[src/hw/rtl/ckb_pkg.sv]
// Shared types and constants for the color keyed scaled blit.
package ckb_pkg;

	localparam int COORD_W = 12;
	localparam int DIM_W   = 13;
	localparam int NUM_W   = COORD_W + DIM_W;
	localparam int QUO_W   = 13;
	localparam int IDX_W   = 2 * DIM_W + 1;
	localparam int ADDR_W  = 24;
	localparam int COLOR_W = 32;
	localparam int TIDX_W  = 16;
	localparam int CFG_IDX_W = 3;
	localparam int FQ_DEPTH = 32;
	localparam int FQ_AW    = 5;

	typedef enum logic {
		MODE_LOAD   = 1'b0,
		MODE_RENDER = 1'b1
	} mode_t;

	typedef enum logic [CFG_IDX_W-1:0] {
		REG_DST_WIDTH  = 3'd0,
		REG_DST_HEIGHT = 3'd1,
		REG_SRC_WIDTH  = 3'd2,
		REG_SRC_HEIGHT = 3'd3,
		REG_SRC_STRIDE = 3'd4,
		REG_KEY_COLOR  = 3'd5
	} reg_idx_t;

	// Per-item data that rides alongside the mapping pipeline
	typedef struct packed {
		mode_t               mode;
		logic [TIDX_W-1:0]   tidx;
		logic [COLOR_W-1:0]  tcol;
		logic [ADDR_W-1:0]   addr;
		logic                inrange;
	} side_t;

	typedef struct packed {
		logic [DIM_W-1:0] dst_w;
		logic [DIM_W-1:0] dst_h;
		logic [DIM_W-1:0] src_w;
		logic [DIM_W-1:0] src_h;
		logic [DIM_W-1:0] stride;
	} geom_t;

endpackage

[src/hw/rtl/ckb_map.sv]
// Mapping pipeline: two restoring dividers, one quotient bit per stage, then texel index.
module ckb_map (
	input  logic                          clk,
	input  logic                          arst_n,
	input  ckb_pkg::geom_t                geom,
	input  logic                          valid_s1,
	input  ckb_pkg::side_t                side_s1,
	input  logic [ckb_pkg::NUM_W-1:0]     nrow_s1,
	input  logic [ckb_pkg::NUM_W-1:0]     ncol_s1,
	output logic                          valid_s15,
	output ckb_pkg::side_t                side_s15,
	output logic [ckb_pkg::IDX_W-1:0]     idx_s15
);

	localparam int NST = ckb_pkg::QUO_W;

	logic                          vld_s  [NST+1];
	ckb_pkg::side_t                side_s [NST+1];
	logic [ckb_pkg::NUM_W-1:0]     rnum_s [NST+1];
	logic [ckb_pkg::NUM_W-1:0]     cnum_s [NST+1];
	logic [ckb_pkg::DIM_W-1:0]     rrem_s [NST+1];
	logic [ckb_pkg::DIM_W-1:0]     crem_s [NST+1];
	logic [ckb_pkg::QUO_W-1:0]     rquo_s [NST+1];
	logic [ckb_pkg::QUO_W-1:0]     cquo_s [NST+1];

	assign vld_s[0]  = valid_s1;
	assign side_s[0] = side_s1;
	assign rnum_s[0] = nrow_s1;
	assign cnum_s[0] = ncol_s1;
	// quotient stays below 2^QUO_W, so the top bits start below the divisor
	assign rrem_s[0] = ckb_pkg::DIM_W'(nrow_s1[ckb_pkg::NUM_W-1:ckb_pkg::QUO_W]);
	assign crem_s[0] = ckb_pkg::DIM_W'(ncol_s1[ckb_pkg::NUM_W-1:ckb_pkg::QUO_W]);
	assign rquo_s[0] = '0;
	assign cquo_s[0] = '0;

	for (genvar k = 0; k < NST; k++) begin : g_stage
		logic [ckb_pkg::DIM_W:0] rtry;
		logic [ckb_pkg::DIM_W:0] ctry;
		logic                    rge;
		logic                    cge;

		assign rtry = {rrem_s[k], rnum_s[k][NST-1-k]};
		assign ctry = {crem_s[k], cnum_s[k][NST-1-k]};
		assign rge  = rtry >= {1'b0, geom.dst_h};
		assign cge  = ctry >= {1'b0, geom.dst_w};

		always_ff @(posedge clk or negedge arst_n) begin
			if (!arst_n) begin
				vld_s[k+1] <= 1'b0;
			end else begin
				vld_s[k+1] <= vld_s[k];
			end
		end

		always_ff @(posedge clk) begin
			side_s[k+1] <= side_s[k];
			rnum_s[k+1] <= rnum_s[k];
			cnum_s[k+1] <= cnum_s[k];
			rrem_s[k+1] <= rge ? ckb_pkg::DIM_W'(rtry - {1'b0, geom.dst_h})
				: rtry[ckb_pkg::DIM_W-1:0];
			crem_s[k+1] <= cge ? ckb_pkg::DIM_W'(ctry - {1'b0, geom.dst_w})
				: ctry[ckb_pkg::DIM_W-1:0];
			rquo_s[k+1] <= {rquo_s[k][ckb_pkg::QUO_W-2:0], rge};
			cquo_s[k+1] <= {cquo_s[k][ckb_pkg::QUO_W-2:0], cge};
		end
	end

	always_ff @(posedge clk or negedge arst_n) begin
		if (!arst_n) begin
			valid_s15 <= 1'b0;
		end else begin
			valid_s15 <= vld_s[NST];
		end
	end

	always_ff @(posedge clk) begin
		side_s15 <= side_s[NST];
		idx_s15  <= ckb_pkg::IDX_W'(rquo_s[NST]) * ckb_pkg::IDX_W'(geom.stride)
			+ ckb_pkg::IDX_W'(cquo_s[NST]);
	end

endmodule

[config.mk]
export PLATFORM = sky130hd
export DESIGN_NAME = ckb_map
export DESIGN_NICKNAME = d
export VERILOG_FILES = /design/src/hw/rtl/ckb_pkg.sv /design/src/hw/rtl/ckb_map.sv
export SDC_FILE = /design/constraint.sdc
export NUM_CORES = 2
export LEC_CHECK = 0
export BUFFER_PORTS_ARGS = -buffer_cell sky130_fd_sc_hd__buf_2
export CORE_UTILIZATION = 53
export DETAILED_ROUTE_END_ITERATION = 8
export PLACE_DENSITY_LB_ADDON = 0.15
export SLEW_MARGIN = 20
export SYNTH_ARGS = -nofsm -noshare
export SYNTH_HDL_FRONTEND = slang
export SYNTH_SLANG_ARGS = --single-unit
[constraint.sdc]
create_clock -name clk -period 16.31 [get_ports clk]
set_clock_uncertainty 0.15 [all_clocks]
set_input_delay 0 -clock clk [delete_from_list [all_inputs] [get_ports clk]]
set_output_delay 0 -clock clk [all_outputs]
set_load 0.005 [all_outputs]
==> metrics.md <==
| Metric | Value |
|---|---|
| Number of nets in the layout | 6,261 |
| Most common cell in the synthesized netlist | dfxtp_1 |
| Reg2reg start | rquo_s[5] |
| Synth Instances | 4,822 |
| Post-synth ARST share | 0.00811 |
| WL/cell | 16.1 um |
| Final setup fails | 0 |
| Final hold slack | roughly 0.024 ns |
| Tightest Pin Transition | 1.06 ns |
| Die H | 336 um |
| Max Root-Sink Buffers | 3 |
| Initial antenna violation count | 5 |
| Gr usage total | 0.206 |
| Synth area leaders | dfxtp_1 (58%), ha_1 (9.1%), fa_1 (5.2%) |
| Clk slew on worst S/H paths | 0.06 ns |
| DR pass1 iterations | 5 |
| Reg2reg path depth | 21 |
| Hold Fails Final Rpt | 0 |
| Starting density of the core | 0.535 |
| DRC Markers | 0 |
| CTS tree | yes |
| Input/output buffers | 267 |
| Synth-to-Final Area Change | 19.6% |
| Dpl cells | 6,526 |
| Register area share after synthesis | 0.585 |
| Post-synthesis area per instance | between 10 and 15 um^2 |
| Overflow after GRT | 0 |
| Post-synth top flop | dfxtp_1 |
| Root buf cell | clkbuf_16 |
| Non-Filler Instances | 7,103 |
| Die Footprint | 113,000 um^2 |
| Vias in the first global route | 35,900 |
| GR Layer Usage met2 | 0.347 |
| Post-DP HPWL | 72.5 mm |
| Slowest-stage cell, CP | fa_1 |
| Slowest Stage Delay on Critical Path | 0.53 ns |
| Largest area contributor in the netlist | dfxtp_1 |
| Via/cell ratio | 4.97 |
| # hold bufs at CTS | 281 |
| Hold Crit Endpoint | crem_s[14] |
| Filler cells | between 8,000 and 9,000 |
| WP data required | 16.82 ns |
| Met3 usage | 0.0385 |
| Period minus WS final | 6.34 ns |
| Worst Hold Launch | geom[53] |
| Post-synth top cells | dfxtp_1 (1,713), ha_1 (432), nand2_1 (274) |
| CTS buffer count | 161 |
| Sink Count | 1,727 |
| Iter 0 DRT Violations | 1,647 |
| Yosys top cell area share | 0.579 |
| Post-synthesis cell type count | slightly above 70 |
| #FFs+latches synth | around 1,700 |
| Rel. slew slack | 0.295 |
| Vias post-DR | 35,300 |
| Final instance area | 70,800 um^2 |
| First-pass GRT wire length | around 190 mm |
| Max Fclk | 158 MHz |
| Hold/Removal Path Class | in -> reg |
| Clk Latency, worst-skew pair | 0.77 ns |
| Total wire length | 115 mm |
| Worst r2r dst | idx_s15[25] |
| Status | completed |
| Worst path arrival time | 6.85 ns |
| Ports | 294 |
| CP Launch Type | flip-flop |
| Setup bufs post-CTS | 0 |
| Placement Cell Area | 62,200 um^2 |
| Max-cap violations | 0 |
| Worst Setup End Kind | flip-flop |
| Final ANT Viol Nets | 0 |
| Number of warnings issued by yosys | 0 |
| RePlAce Congestion | 0.883 |
| RSZ-0062 raised after global routing | false |
| FF-to-FF setup slack | 9.97 ns |
| GRT busiest layer | met2 |
| Critical path peak fanout | 13 |
| CP cell instances | and2_1 > fa_1 > inv_1 > fa_1 > inv_1 > fa_1 > inv_1 > fa_1 > inv_1 > fa_1 > inv_1 > fa_1 > inv_1 > ha_1 > a21oi_1 > nand2_1 > o21ai_1 > o211ai_1 > a221o_1 > a41oi_1 > xnor2_1 |
| Mapped Area | 59,200 um^2 |
| Die width | 336 um |
| H-tree levels | 4 |
| Row count | 122 |
| Met1 usage | 0.264 |
| Final Cycle Share | 0.389 |
| Largest net degree at the start of global routing | 24 |
| Core area | 111,000 um^2 |
| EDFF count, synth | 0 |
| Post-Route Setup TNS | 0 ns |
| CP Class | reg -> reg |
| PostCTS Resize Cnt | 0 |
| Final Max Slew Viols | 0 |
| Worst Hold Depth | 3 |
| Share of layout cells above drive strength 1 | 0.144 |
| Syn_nets | 5,601 |
## through the flow
step / setup WS, ns / utilization
2_1_floorplan: 10.50 / -
3_3_place_gp: 10.01 / 0.562
3_5_place_dp: 10.02 / 0.562
4_1_cts: 10.00 / 0.640
5_1_grt: 9.68 / 0.640
6_report: 9.97 / 0.640
## per-layer routing
layer | vias to the layer above | share of wire
met1 | 16500 | 0.45
li1 | 17800 | -
met3 | 207 | 0.045
met2 | 702 | 0.48
met5 | - | 0.00025
met4 | 4 | 0.026
## state kept, by name, summed over array words and instances, names as in the netlist
| register | cells |
|---|---|
| g_stage.rtry | 168 |
| vld_s | 13 |
| valid_s15 | 1 |
| rnum_s | 66 |
| side_s15 | 74 |
| rquo_s | 91 |
| cnum_s | 78 |
| side_s | 962 |
| idx_s15 | 27 |
| cquo_s | 91 |
| crem_s | 156 |
## cell families after synthesis
group | share of synthesized area
flops | 0.585
simple gates | 0.0720
compound gates | 0.0957
fa+ha+maj | 0.144
buf+inv | 0.0213
xor+xnor | 0.0374
mux | 0.0449
## area by class of cell
type | count | area [um^2] | share of cell area
antenna | 2 | 5.00 | 0.0000707
clock buffer | 214 | 4500 | 0.0635
clock inverter | 80 | 1300 | 0.0184
inverter | 260 | 976 | 0.0138
multi-input combinational | 2773 | 23300 | 0.329
sequential | 1727 | 34600 | 0.489
tap | 1488 | 1860 | 0.0263
timing repair buffer | 559 | 4230 | 0.0597
## worst max path at each step
stage / cells past startpoint / from / to / slack (ns)
2_1_floorplan: 22 / rquo_s[5] / idx_s15[25] / 10.50
3_3_place_gp: 21 / rquo_s[5] / idx_s15[25] / 10.01
3_5_place_dp: 21 / rquo_s[5] / idx_s15[25] / 10.02
4_1_cts: 21 / rquo_s[5] / idx_s15[25] / 10.00
5_1_grt: 21 / rquo_s[5] / idx_s15[25] / 9.68
6_report: 21 / rquo_s[5] / idx_s15[25] / 9.97
## cells in the final DEF, fill, tap and decap left out, types with 21 or more instances in the layout
cell type	count
o21a_1	80
xor2_1	112
nand2b_1	25
clkbuf_16	161
mux2_4	21
o21ai_0	164
nand4_1	50
clkbuf_8	27
and2_1	104
dlygate4sd3_1	281
ha_1	432
nand3_1	46
xnor2_1	141
nor2_1	241
fa_1	155
a21o_1	54
inv_1	260
buf_2	267
nor2b_1	76
clkinv_2	21
clkbuf_1	26
dfxtp_1	1713
mux2_2	189
nand2_1	274
o31ai_1	44
a21oi_1	252
## worst max-delay path: cells and delay by family (launching register included)
kind                       cells  cell delay (ns)
xor gates and xnor gates       1             0.14
AOI/OAI and AO/OA              5             1.43
buffers and inverters          6             0.30
and+or+nand+nor                2             0.33
DFF                            1             0.50
adders and majority gates      7             3.41
Power is not shown: default switching activity piles up to over one toggle a cycle in this logic, so the estimate is an artifact.
