[config.mk]
export PLATFORM = sky130hd
export DESIGN_NAME = ckb_front
export DESIGN_NICKNAME = d
export VERILOG_FILES = /design/src/hw/rtl/ckb_pkg.sv /design/src/hw/rtl/ckb_front.sv
export SDC_FILE = /design/constraint.sdc
export NUM_CORES = 1
export LEC_CHECK = 0
export ABC_AREA = 1
export BUFFER_PORTS_ARGS = -buffer_cell sky130_fd_sc_hd__buf_2
export CAP_MARGIN = 20
export CORE_MARGIN = 3
export CORE_UTILIZATION = 40
export DETAILED_ROUTE_END_ITERATION = 10
export GPL_TIMING_DRIVEN = 1
export PLACE_DENSITY_LB_ADDON = 0.25
export SETUP_SLACK_MARGIN = 0.15
export SLEW_MARGIN = 10
export SYNTH_ARGS = -nofsm -noshare
export SYNTH_HDL_FRONTEND = slang
export SYNTH_SLANG_ARGS = --single-unit
[constraint.sdc]
create_clock -name clk -period 1.1 [get_ports clk]
set_clock_uncertainty 0.1 [all_clocks]
set_input_delay 0.33 -clock clk [delete_from_list [all_inputs] [get_ports clk]]
set_output_delay 0.33 -clock clk [all_outputs]
set_load 0.01 [all_outputs]
[src/hw/rtl/ckb_pkg.sv]
// Shared types and constants for the color keyed scaled blit.
package ckb_pkg;

	localparam int COORD_W = 12;
	localparam int DIM_W   = 13;
	localparam int NUM_W   = COORD_W + DIM_W;
	localparam int QUO_W   = 13;
	localparam int IDX_W   = 2 * DIM_W + 1;
	localparam int ADDR_W  = 24;
	localparam int COLOR_W = 32;
	localparam int TIDX_W  = 16;
	localparam int CFG_IDX_W = 3;
	localparam int FQ_DEPTH = 32;
	localparam int FQ_AW    = 5;

	typedef enum logic {
		MODE_LOAD   = 1'b0,
		MODE_RENDER = 1'b1
	} mode_t;

	typedef enum logic [CFG_IDX_W-1:0] {
		REG_DST_WIDTH  = 3'd0,
		REG_DST_HEIGHT = 3'd1,
		REG_SRC_WIDTH  = 3'd2,
		REG_SRC_HEIGHT = 3'd3,
		REG_SRC_STRIDE = 3'd4,
		REG_KEY_COLOR  = 3'd5
	} reg_idx_t;

	// Per-item data that rides alongside the mapping pipeline
	typedef struct packed {
		mode_t               mode;
		logic [TIDX_W-1:0]   tidx;
		logic [COLOR_W-1:0]  tcol;
		logic [ADDR_W-1:0]   addr;
		logic                inrange;
	} side_t;

	typedef struct packed {
		logic [DIM_W-1:0] dst_w;
		logic [DIM_W-1:0] dst_h;
		logic [DIM_W-1:0] src_w;
		logic [DIM_W-1:0] src_h;
		logic [DIM_W-1:0] stride;
	} geom_t;

endpackage

[src/hw/rtl/ckb_front.sv]
// Front end: takes a transaction, forms address, range check and scale products.
module ckb_front (
	input  logic                          clk,
	input  logic                          arst_n,
	input  logic                          take,
	input  logic                          mode,
	input  logic [ckb_pkg::TIDX_W-1:0]    texel_index,
	input  logic [ckb_pkg::COLOR_W-1:0]   texel_color,
	input  logic [ckb_pkg::COORD_W-1:0]   pixel_x,
	input  logic [ckb_pkg::COORD_W-1:0]   pixel_y,
	input  ckb_pkg::geom_t                geom,
	output logic                          valid_s1,
	output ckb_pkg::side_t                side_s1,
	output logic [ckb_pkg::NUM_W-1:0]     nrow_s1,
	output logic [ckb_pkg::NUM_W-1:0]     ncol_s1
);

	logic [ckb_pkg::NUM_W-1:0] yw;
	logic [ckb_pkg::NUM_W-1:0] addr_full;
	logic                      inr;

	assign yw        = ckb_pkg::NUM_W'(pixel_y) * ckb_pkg::NUM_W'(geom.dst_w);
	assign addr_full = yw + ckb_pkg::NUM_W'(pixel_x);
	assign inr       = ({1'b0, pixel_x} < geom.dst_w) && ({1'b0, pixel_y} < geom.dst_h);

	always_ff @(posedge clk or negedge arst_n) begin
		if (!arst_n) begin
			valid_s1 <= 1'b0;
		end else begin
			valid_s1 <= take;
		end
	end

	always_ff @(posedge clk) begin
		if (take) begin
			side_s1.mode    <= ckb_pkg::mode_t'(mode);
			side_s1.tidx    <= texel_index;
			side_s1.tcol    <= texel_color;
			side_s1.addr    <= addr_full[ckb_pkg::ADDR_W-1:0];
			side_s1.inrange <= inr;
			nrow_s1 <= ckb_pkg::NUM_W'(pixel_y) * ckb_pkg::NUM_W'(geom.src_h);
			ncol_s1 <= ckb_pkg::NUM_W'(pixel_x) * ckb_pkg::NUM_W'(geom.src_w);
		end
	end

endmodule

==> results of run 1 <==
path summary, 6_finish.rpt:
check                      depth (start not counted)  slack, ns                    end   startpoint
min                                                2       0.05     valid_s1$_DFF_PN0_       arst_n
max                                               19      -3.11  side_s1[23]$_DFFE_PP_  pixel_y[11]
min in group clk                                   2       0.19     valid_s1$_DFF_PN0_         take
max in group asynchronous                          2       0.77     valid_s1$_DFF_PN0_       arst_n
logic make-up (layout without fill, tap and decap cells):
group                      Yosys count  after routing  synth area share
and+or+nand+nor                   1018           1018             0.189
buffers and inverters              940           1545             0.164
adders and majority gates          556            556             0.442
DFF                                125            125             0.174
AOI/OAI and AO/OA                   62             62            0.0157
xor gates and xnor gates            36             36            0.0147
cell type report:
class	count	area, µm²
well taps	688	861
fillers	4596	21600
clock buffers	17	425
inverters	853	3230
multi-input cells	1672	17000
repair buffers	660	5840
flip-flops and latches	125	3750
clock inverters	15	163
registers in the layout, indices dropped and copies added, names as in the netlist:
signal,flops
valid_s1,1
side_s1,74
nrow_s1,25
ncol_s1,25
layer usage:
| layer | share of wire | up-vias | wire length (µm) | track usage |
|---|---|---|---|---|
| li1 | - | 9021 | - | - |
| met1 | 0.43 | 9221 | 26600 | 0.282 |
| met2 | 0.49 | 427 | 30800 | 0.384 |
| met3 | 0.048 | 109 | 3030 | 0.0400 |
| met4 | 0.034 | 0 | 2140 | 0.0844 |
| met5 | 0 | - | 0 | 0 |
placed cells by master (no fill, tap or decap), drive strengths merged, types with 3 or more instances in the layout:
cell | synthesis | routed
nand3b | 3 | 3
inv | 853 | 857
xnor2 | 8 | 8
edfxtp | 124 | 124
nor2 | 76 | 76
and2 | 5 | 5
buf | 2 | 602
nand2 | 842 | 842
xor2 | 28 | 28
clkbuf | 85 | 23
dlygate4sd3 | 0 | 50
nand3 | 78 | 78
nor3 | 5 | 5
nand4 | 9 | 9
ha | 216 | 216
o21bai | 8 | 8
o21ai | 5 | 5
clkinv | 0 | 7
fa | 340 | 340
o211ai | 3 | 3
a21oi | 46 | 46
through the flow:
| step | area, µm² | setup TNS, ns | hold slack, ns |
|---|---|---|---|
| 3_3_place_gp | 26500 | -238.58 | 0.00462 |
| 2_1_floorplan | 23400 | -195.13 | -0.0656 |
| 5_1_grt | 31200 | -232.11 | 0.0329 |
| 4_1_cts | 30000 | -222.12 | 0.00334 |
| 3_5_place_dp | 26500 | -242.95 | 0.0111 |
| 6_report | 31200 | -219.16 | 0.0489 |
what timing repair did:
item,in CTS,in global routing
hold buffers,50,0
resized for setup,522,273
buffers inserted,37,26
setup endpoints to repair,196,196
hold endpoints to repair,50,0
pin swaps,202,146
gates cloned,10,2
power groups by stage:
stage	sequential (µW)	clock, µW	combinational (µW)
6_report	9140	5850	93900
5_1_grt	9270	6210	103000
2_1_floorplan	10000	0	46600
3_5_place_dp	9230	0	70800
3_3_place_gp	9180	0	70300
4_1_cts	9160	6050	84600
==> metrics.txt, run 1 <==
Primary FF master, synth=edfxtp_1; Die Ht=238 µm; CP Class=in2reg; share of layout cells above drive strength 1=0.380; Post-Route WL=62600 µm; PortBufs=252; status=finished with violations; Cell Pwr Density=approximately 3500 nW/µm²; Sw Share=0.501; Yosys top cell area share=0.316; Syn Inst Count=between 2000 and 3000; initial antenna violation count=0; Unique masters post-synth=27; dpl hpwl=48400 µm; Final Cycle Share=3.83; routed len/inst=15.5 µm; Clock transition at path regs=0.06 ns; Die Width=roughly 240 µm; power share of the clock group=0.054; Vias=18778; clock sinks=125; min cycle time layout=approximately 4.2 ns; dpl cells=3873; largest cells by area after synthesis=fa_1 32%, edfxtp_1 17%, inv_1 15%, nand2_1 15%, ha_1 13%; crit-path leading delay family=adder cells; Seq/Total Area, Yosys=0.174; Pwr Total=109000 µW; count leader, synth=inv_1; Lkg Pwr=~0.017 µW; Hold/Removal Path Class=in2async; Fmax=237 MHz; CTS tree=built; DRC viols=0; combinational power share=0.862; Post-synth EDFFs=around 120; largest net degree at the start of global routing=42; most used cell, CP=fa_1; CTS Buf Count=17; failing checks=setup timing; TritonRoute pass-1 iters=4; vias in the first global route=around 20000; initial core utilization=0.407; H-tree depth=4; Worst-Margin Slew=0.430 ns; die area=between 50000 and 60000 µm²; Detail Route Antenna Nets=0; ANT cells=0; Critical Path Max Stage Delay=0.52 ns; final-report setup violation count=196; Syn Nets=between 3000 and 4000; num rows=84; fraction of registers with async set/reset=0.00800; Core Util, Final=0.591; top cells by count, synth=853 x inv_1, 834 x nand2_1, 340 x fa_1, 216 x ha_1, 124 x edfxtp_1; Reg power frac=0.084; slowest stage cell, crit path=fa_1; Root Buffer=clkbuf_16; Worst setup EP type=register; GP Congestion=0.896; Area growth, synth to finish=45.3%; data required time at the worst endpoint=1.23 ns; Total GRT Usage=0.224; Core Area=52900 µm²; crit-path max FO=8; max_cap viols=0; Initial DRC Count=roughly 830; Syn Area/Cell=7.86 µm²; gr ovfl total=0; CP Buf/Inv Count=7; Internal Power=54300 µW; first-pass GRT wire length=between 100000 and 150000 µm; Max Root-Sink Buffers=2; fin cells=4030; vias per cell=4.66; Critical Path AT=around 4.3 ns; crit-path cells=buf_12 > buf_12 > buf_4 > nand2_1 > inv_1 > fa_1 > fa_1 > fa_2 > fa_1 > inv_1 > fa_1 > inv_1 > ha_4 > buf_4 > nand3_4 > nor2_4 > nand3_2 > nand4_1 > nand2_1; Syn. warnings=0; synthesized area=between 20000 and 25000 µm²; Ports=266; unrepaired setup endpoints after global routing=true; Slew HR=0.712; dpl ws=-3.92 ns; Setup WS post-layout=-3.11 ns; Peak VDD IR=2.98 mV; Net Sw Power=54500 µW; Pins Over Slew Limit=0; crit start category=input pin; final hold viol count=0; Yosys reg bits=125; Layout Nets=slightly above 4000; largest area contributor in the netlist=fa_1
(Power assumes the default switching activity.)
==> run 2: changes to the inputs <==
Settings changed: BUFFER_PORTS_ARGS -buffer_cell sky130_fd_sc_hd__buf_2 to -buffer_cell sky130_fd_sc_hd__clkbuf_2.
==> metrics.txt, run 2 (synthesis gave the netlist of run 1 again) <==
status=finished with violations; failing checks=setup timing; share of layout cells above drive strength 1=0.375 (-0.00546); Setup WS post-layout=-3.23 ns (-0.115 ns); dpl ws=-3.75 ns (+0.176 ns); Peak VDD IR=3.39 mV (+14%); final hold viol count=0 (unchanged); first-pass GRT wire length=99900 µm (-0.46%); multi-input combinational cell area=16800 µm² (-1.1%); Critical Path AT=4.44 ns (+0.10 ns); Critical Path Max Stage Delay=0.53 ns (about the same); Die Ht=238 µm (unchanged); most frequent cells in the layout=697 x inv_1, 621 x nand2_1, 298 x fa_1, 253 x buf_4, 194 x clkbuf_2; CP Buf/Inv Count=9 (+2); CTS tree=built; WP depth=23 (+4); largest net degree at the start of global routing=23 (-45%); crit-path cells=clkbuf_16 > buf_12 > buf_12 > nand2_4 > inv_2 > fa_1 > inv_2 > fa_1 > inv_2 > fa_2 > fa_1 > inv_2 > fa_1 > inv_2 > ha_4 > nand2_4 > inv_2 > a21oi_2 > nand3_2 > nand2_2 > nand2_1 > nand2_1 > nand2_2; DRC viols=0 (unchanged); Worst-Margin Slew=0.474 ns (+0.0443 ns); Area growth, synth to finish=43.5%; Layout Nets=4016 (-0.25%); Detail Route Antenna Nets=0 (unchanged); TritonRoute pass-1 iters=5 (+1); Core Util, Final=0.584 (-0.00717); num rows=84 (unchanged); max_cap viols=0 (unchanged); Initial DRC Count=862 (+3.5%); PortBufs=252 (unchanged); Fmax=231 MHz (-2.7%); Ports=266 (unchanged); final-report setup violation count=195 (-0.51%); Core Area=52900 µm² (unchanged); post-route cell area=30900 µm² (-1.2%); crit start category=input pin; Largest register FFs=74 (unchanged); min cycle time layout=4.33 ns (+0.115 ns); Root Buffer=clkbuf_16; unrepaired setup endpoints after global routing=true; setup TNS=-219.98 ns (-0.823 ns); clock sinks=125 (unchanged); Vias=18745 (-0.18%); Max Root-Sink Buffers=2 (unchanged); CTS Buf Count=17 (unchanged); Slew HR=0.682 (-0.0297); vias per cell=4.66 (about the same); commonest non-fill, non-tap cell in the layout=inv_1; Lkg Pwr=0.0171 µW (-0.55%); Sw Share=0.500 (-0.00103); ANT cells=0 (unchanged); Post-Route WL=62000 µm (-0.96%); CP Class=in2reg; data required time at the worst endpoint=1.22 ns (about the same); vias in the first global route=19881 (-2.0%); die area=56600 µm² (unchanged); most used cell, CP=inv_2; Final Cycle Share=3.93 (+0.104); Fill cells=4640 (+0.96%); H-tree depth=4 (unchanged); Reg power frac=0.088 (+0.004); gr ovfl total=0 (unchanged); Hold/Removal Path Class=in2async; combinational power share=0.858 (-0.004); Pwr Total=104000 µW (-4.1%); Net Sw Power=52100 µW (-4.3%); Die Width=238 µm (unchanged); crit-path max FO=6 (-2); Crit. Startpoint=pixel_y[6]; register area=3750 µm² (unchanged); Worst setup EP type=register; crit-path leading delay family=adder cells; Cell Pwr Density=3380 nW/µm² (-2.9%); Total GRT Usage=0.222 (-0.00204); Pins Over Slew Limit=0 (unchanged); initial antenna violation count=0 (unchanged); GP Congestion=0.942 (+5.0%); routed len/inst=15.4 µm (-0.71%); Internal Power=52200 µW (-3.9%); CP endpoint=side_s1[22]$_DFFE_PP_; Top reg by flops=side_s1; Clock transition at path regs=0.06 ns (about the same); initial core utilization=0.407 (unchanged); power share of the clock group=0.054 (about the same); Largest regs=side_s1 (74), ncol_s1 (25), nrow_s1 (25); placed cell area=26600 µm² (+0.38%); slowest stage cell, crit path=fa_1; dpl hpwl=48600 µm (+0.37%)
[run 2: changes by cell type in the layout (fill, tap and decap cells not counted), sizes merged]
cell,previous run,this run
buf,602,357
inv,857,854
clkinvlp,2,3
bufbuf,2,0
clkbuf,23,265
clkinv,7,4
[run 2: final cells by class]
type,instances,share of cell area
Clock buffer,22,0.0147
Clock inverter,10,0.00373
Inverter,853,0.104
Multi-Input combinational cell,1672,0.544
Sequential cell,125,0.121
Tap cell,688,0.0279
Timing Repair Buffer,650,0.184
[run 2: how the worst min path moves through the flow]
stage | end | depth (start not counted) | from
3_3_place_gp | valid_s1$_DFF_PN0_ | 1 | arst_n
6_report | valid_s1$_DFF_PN0_ | 2 | arst_n
5_1_grt | valid_s1$_DFF_PN0_ | 2 | arst_n
4_1_cts | valid_s1$_DFF_PN0_ | 2 | arst_n
3_5_place_dp | valid_s1$_DFF_PN0_ | 1 | arst_n
2_1_floorplan | valid_s1$_DFF_PN0_ | 0 | arst_n
[run 2: power groups by stage]
stage          registers (µW)  logic (µW)  clock network, µW
3_3_place_gp             9270       69900                  0
5_1_grt                  9350       98700               5990
3_5_place_dp             9310       70600                  0
4_1_cts                  9230       78900               5890
6_report                 9220       89500               5630
2_1_floorplan           10000       46600                  0
[run 2: stage by stage]
step / hold WS (ns) / std cells
floorplan: -0.0656 / 2737
global placement: 0.00507 / 3883
detailed placement: 0.00657 / 3883
CTS: 0.0151 / 3993
global route: 0.0573 / 4020
finish: 0.0738 / 4020
[run 2: layer usage]
metal / track usage / wire length [µm]
met4: 0.0629 / 1340
met3: 0.0385 / 3530
met2: 0.377 / 30800
met5: 0 / 0
met1: 0.292 / 26300
[run 2: what timing repair did]
item	in CTS	in global routing
gates resized for setup	372	334
cloned	7	3
pin swaps	121	183
endpoints found under the hold margin	50	0
endpoints found under the setup margin	197	198
buffers inserted	21	24
hold buffers	50	0
==> run 3: changes to the inputs <==
Settings changed: BUFFER_PORTS_ARGS -buffer_cell sky130_fd_sc_hd__clkbuf_2 to default, CORE_UTILIZATION 40 to 50, DONT_BUFFER_PORTS from default to 1, SETUP_SLACK_MARGIN 0.15 to default.
==> metrics.txt, run 3 (synthesis gave the netlist of run 1 again) <==
die area=45500 µm² (-20%); initial core utilization=0.509 (+0.103); Worst setup EP type=register; first-pass GRT wire length=88700 µm (-11%); final hold viol count=54 (+54); post-route cell area=26600 µm² (-14%); Largest register FFs=74 (unchanged); max_cap viols=0 (unchanged); CP Class=in2reg; Die Width=213 µm (-10%); TritonRoute pass-1 iters=5 (unchanged); routed len/inst=15.9 µm (+3.2%); dpl ws=-3.38 ns (+0.365 ns); commonest non-fill, non-tap cell in the layout=inv_1; Fmax=248 MHz (+7.3%); setup TNS=-189.28 ns (+30.70 ns); Hold-fix buffers, CTS=54 (+8.0%); Pins Over Slew Limit=0 (unchanged); Largest regs=side_s1 (74), ncol_s1 (25), nrow_s1 (25); Core Area=42200 µm² (-20%); Slew HR=0.756 (+0.0739); final-report setup violation count=193 (-1.0%); Vias=16928 (-9.7%); share of layout cells above drive strength 1=0.251 (-0.124); Post-Route WL=54100 µm (-13%); Layout Nets=3546 (-12%); gr ovfl total=0 (unchanged); Critical Path AT=4.15 ns (-0.29 ns); most frequent cells in the layout=711 x inv_1, 641 x nand2_1, 312 x fa_1, 145 x ha_1, 131 x nand2_2; Max Root-Sink Buffers=2 (unchanged); Hold/Removal Path Class=in2reg; Clock transition at path regs=0.07 ns (about the same); min cycle time layout=4.03 ns (-0.294 ns); Total GRT Usage=0.248 (+0.0264); CTS tree=built; crit start category=input pin; largest net degree at the start of global routing=126 (+450%); Area growth, synth to finish=23.5%; vias in the first global route=18045 (-9.2%); unrepaired setup endpoints after global routing=true; CTS Buf Count=17 (unchanged); data required time at the worst endpoint=1.21 ns (about the same); initial antenna violation count=0 (unchanged); H-tree depth=4 (unchanged); Ports=266 (unchanged); num rows=75 (-11%); Top reg by flops=side_s1; vias per cell=4.98 (+6.7%); Die Ht=213 µm (-10%); Initial DRC Count=780 (-9.5%); Detail Route Antenna Nets=0 (unchanged); DRC viols=0 (unchanged); ANT cells=0 (unchanged); CP endpoint=side_s1[14]$_DFFE_PP_; Root Buffer=clkbuf_16; Final Cycle Share=3.67 (-0.267); dpl hpwl=42100 µm (-13%); GP Congestion=0.902 (-4.2%); placed cell area=23700 µm² (-11%); failing checks=hold timing, setup timing; crit-path max FO=27 (+21); hold_ws=-0.129 ns (-0.203 ns); Worst-Margin Slew=0.364 ns (-0.110 ns); Setup WS post-layout=-2.93 ns (+0.294 ns); clock sinks=125 (unchanged); Crit. Startpoint=pixel_y[0]; status=finished with violations; PortBufs=0 (-100%)
## run 3: worst max-delay path, stage by stage
cell	delay (ns)
nand2_8	0.07
inv_4	0.03
fa_1	0.54
inv_2	0.04
fa_1	0.52
inv_2	0.04
fa_1	0.50
fa_1	0.53
inv_2	0.04
fa_1	0.48
inv_2	0.05
ha_4	0.24
nand2_4	0.10
inv_2	0.04
nand2_2	0.05
nand2_1	0.05
nand2_1	0.07
nand3_2	0.11
buf_6	0.14
xor2_2	0.14
## run 3: layout make-up
| cell class | instances | area, µm² |
|---|---|---|
| well taps | 539 | 674 |
| repair buffers | 180 | 1570 |
| flip-flops and latches | 125 | 3750 |
| clock buffers | 21 | 450 |
| fillers | 3598 | 15700 |
| inverters | 853 | 3250 |
| multi-input cells | 1672 | 16700 |
| clock inverters | 11 | 143 |
## run 3: worst min path at each step
stage	slack (ns)	cells past startpoint	end	start
2_1_floorplan	-0.07	0	valid_s1$_DFF_PN0_	arst_n
6_report	-0.13	0	nrow_s1[24]$_DFFE_PP_	take
3_5_place_dp	-0.07	0	valid_s1$_DFF_PN0_	arst_n
5_1_grt	-0.17	0	nrow_s1[24]$_DFFE_PP_	take
3_3_place_gp	-0.07	0	valid_s1$_DFF_PN0_	arst_n
4_1_cts	-0.19	0	valid_s1$_DFF_PN0_	take
## run 3: routing by layer
metal | GRT usage | up-vias | routed length (µm)
met3 | 0.0625 | 65 | 3870
met4 | 0.0686 | 0 | 1100
met5 | 0 | - | 0
met2 | 0.436 | 489 | 27400
li1 | - | 8048 | -
met1 | 0.305 | 8326 | 21700
## run 3: metrics by stage
| stage | instances | hold slack, ns | util |
|---|---|---|---|
| 2_1_floorplan | 2737 | -0.0656 | - |
| 3_3_place_gp | 3302 | -0.0656 | 0.560 |
| 3_5_place_dp | 3302 | -0.0655 | 0.560 |
| 4_1_cts | 3395 | -0.193 | 0.608 |
| 5_1_grt | 3401 | -0.172 | 0.629 |
| 6_report | 3401 | -0.129 | 0.629 |
## run 3: what timing repair did
item,in CTS,in global routing
cloned,0,0
resized for setup,223,243
pin swaps,114,146
endpoints found under the hold margin,178,125
setup buffers,8,8
setup endpoints to repair,194,195
Power of run 3 is not shown: default switching activity piles up to over one toggle a cycle in this logic, so the estimate is an artifact.
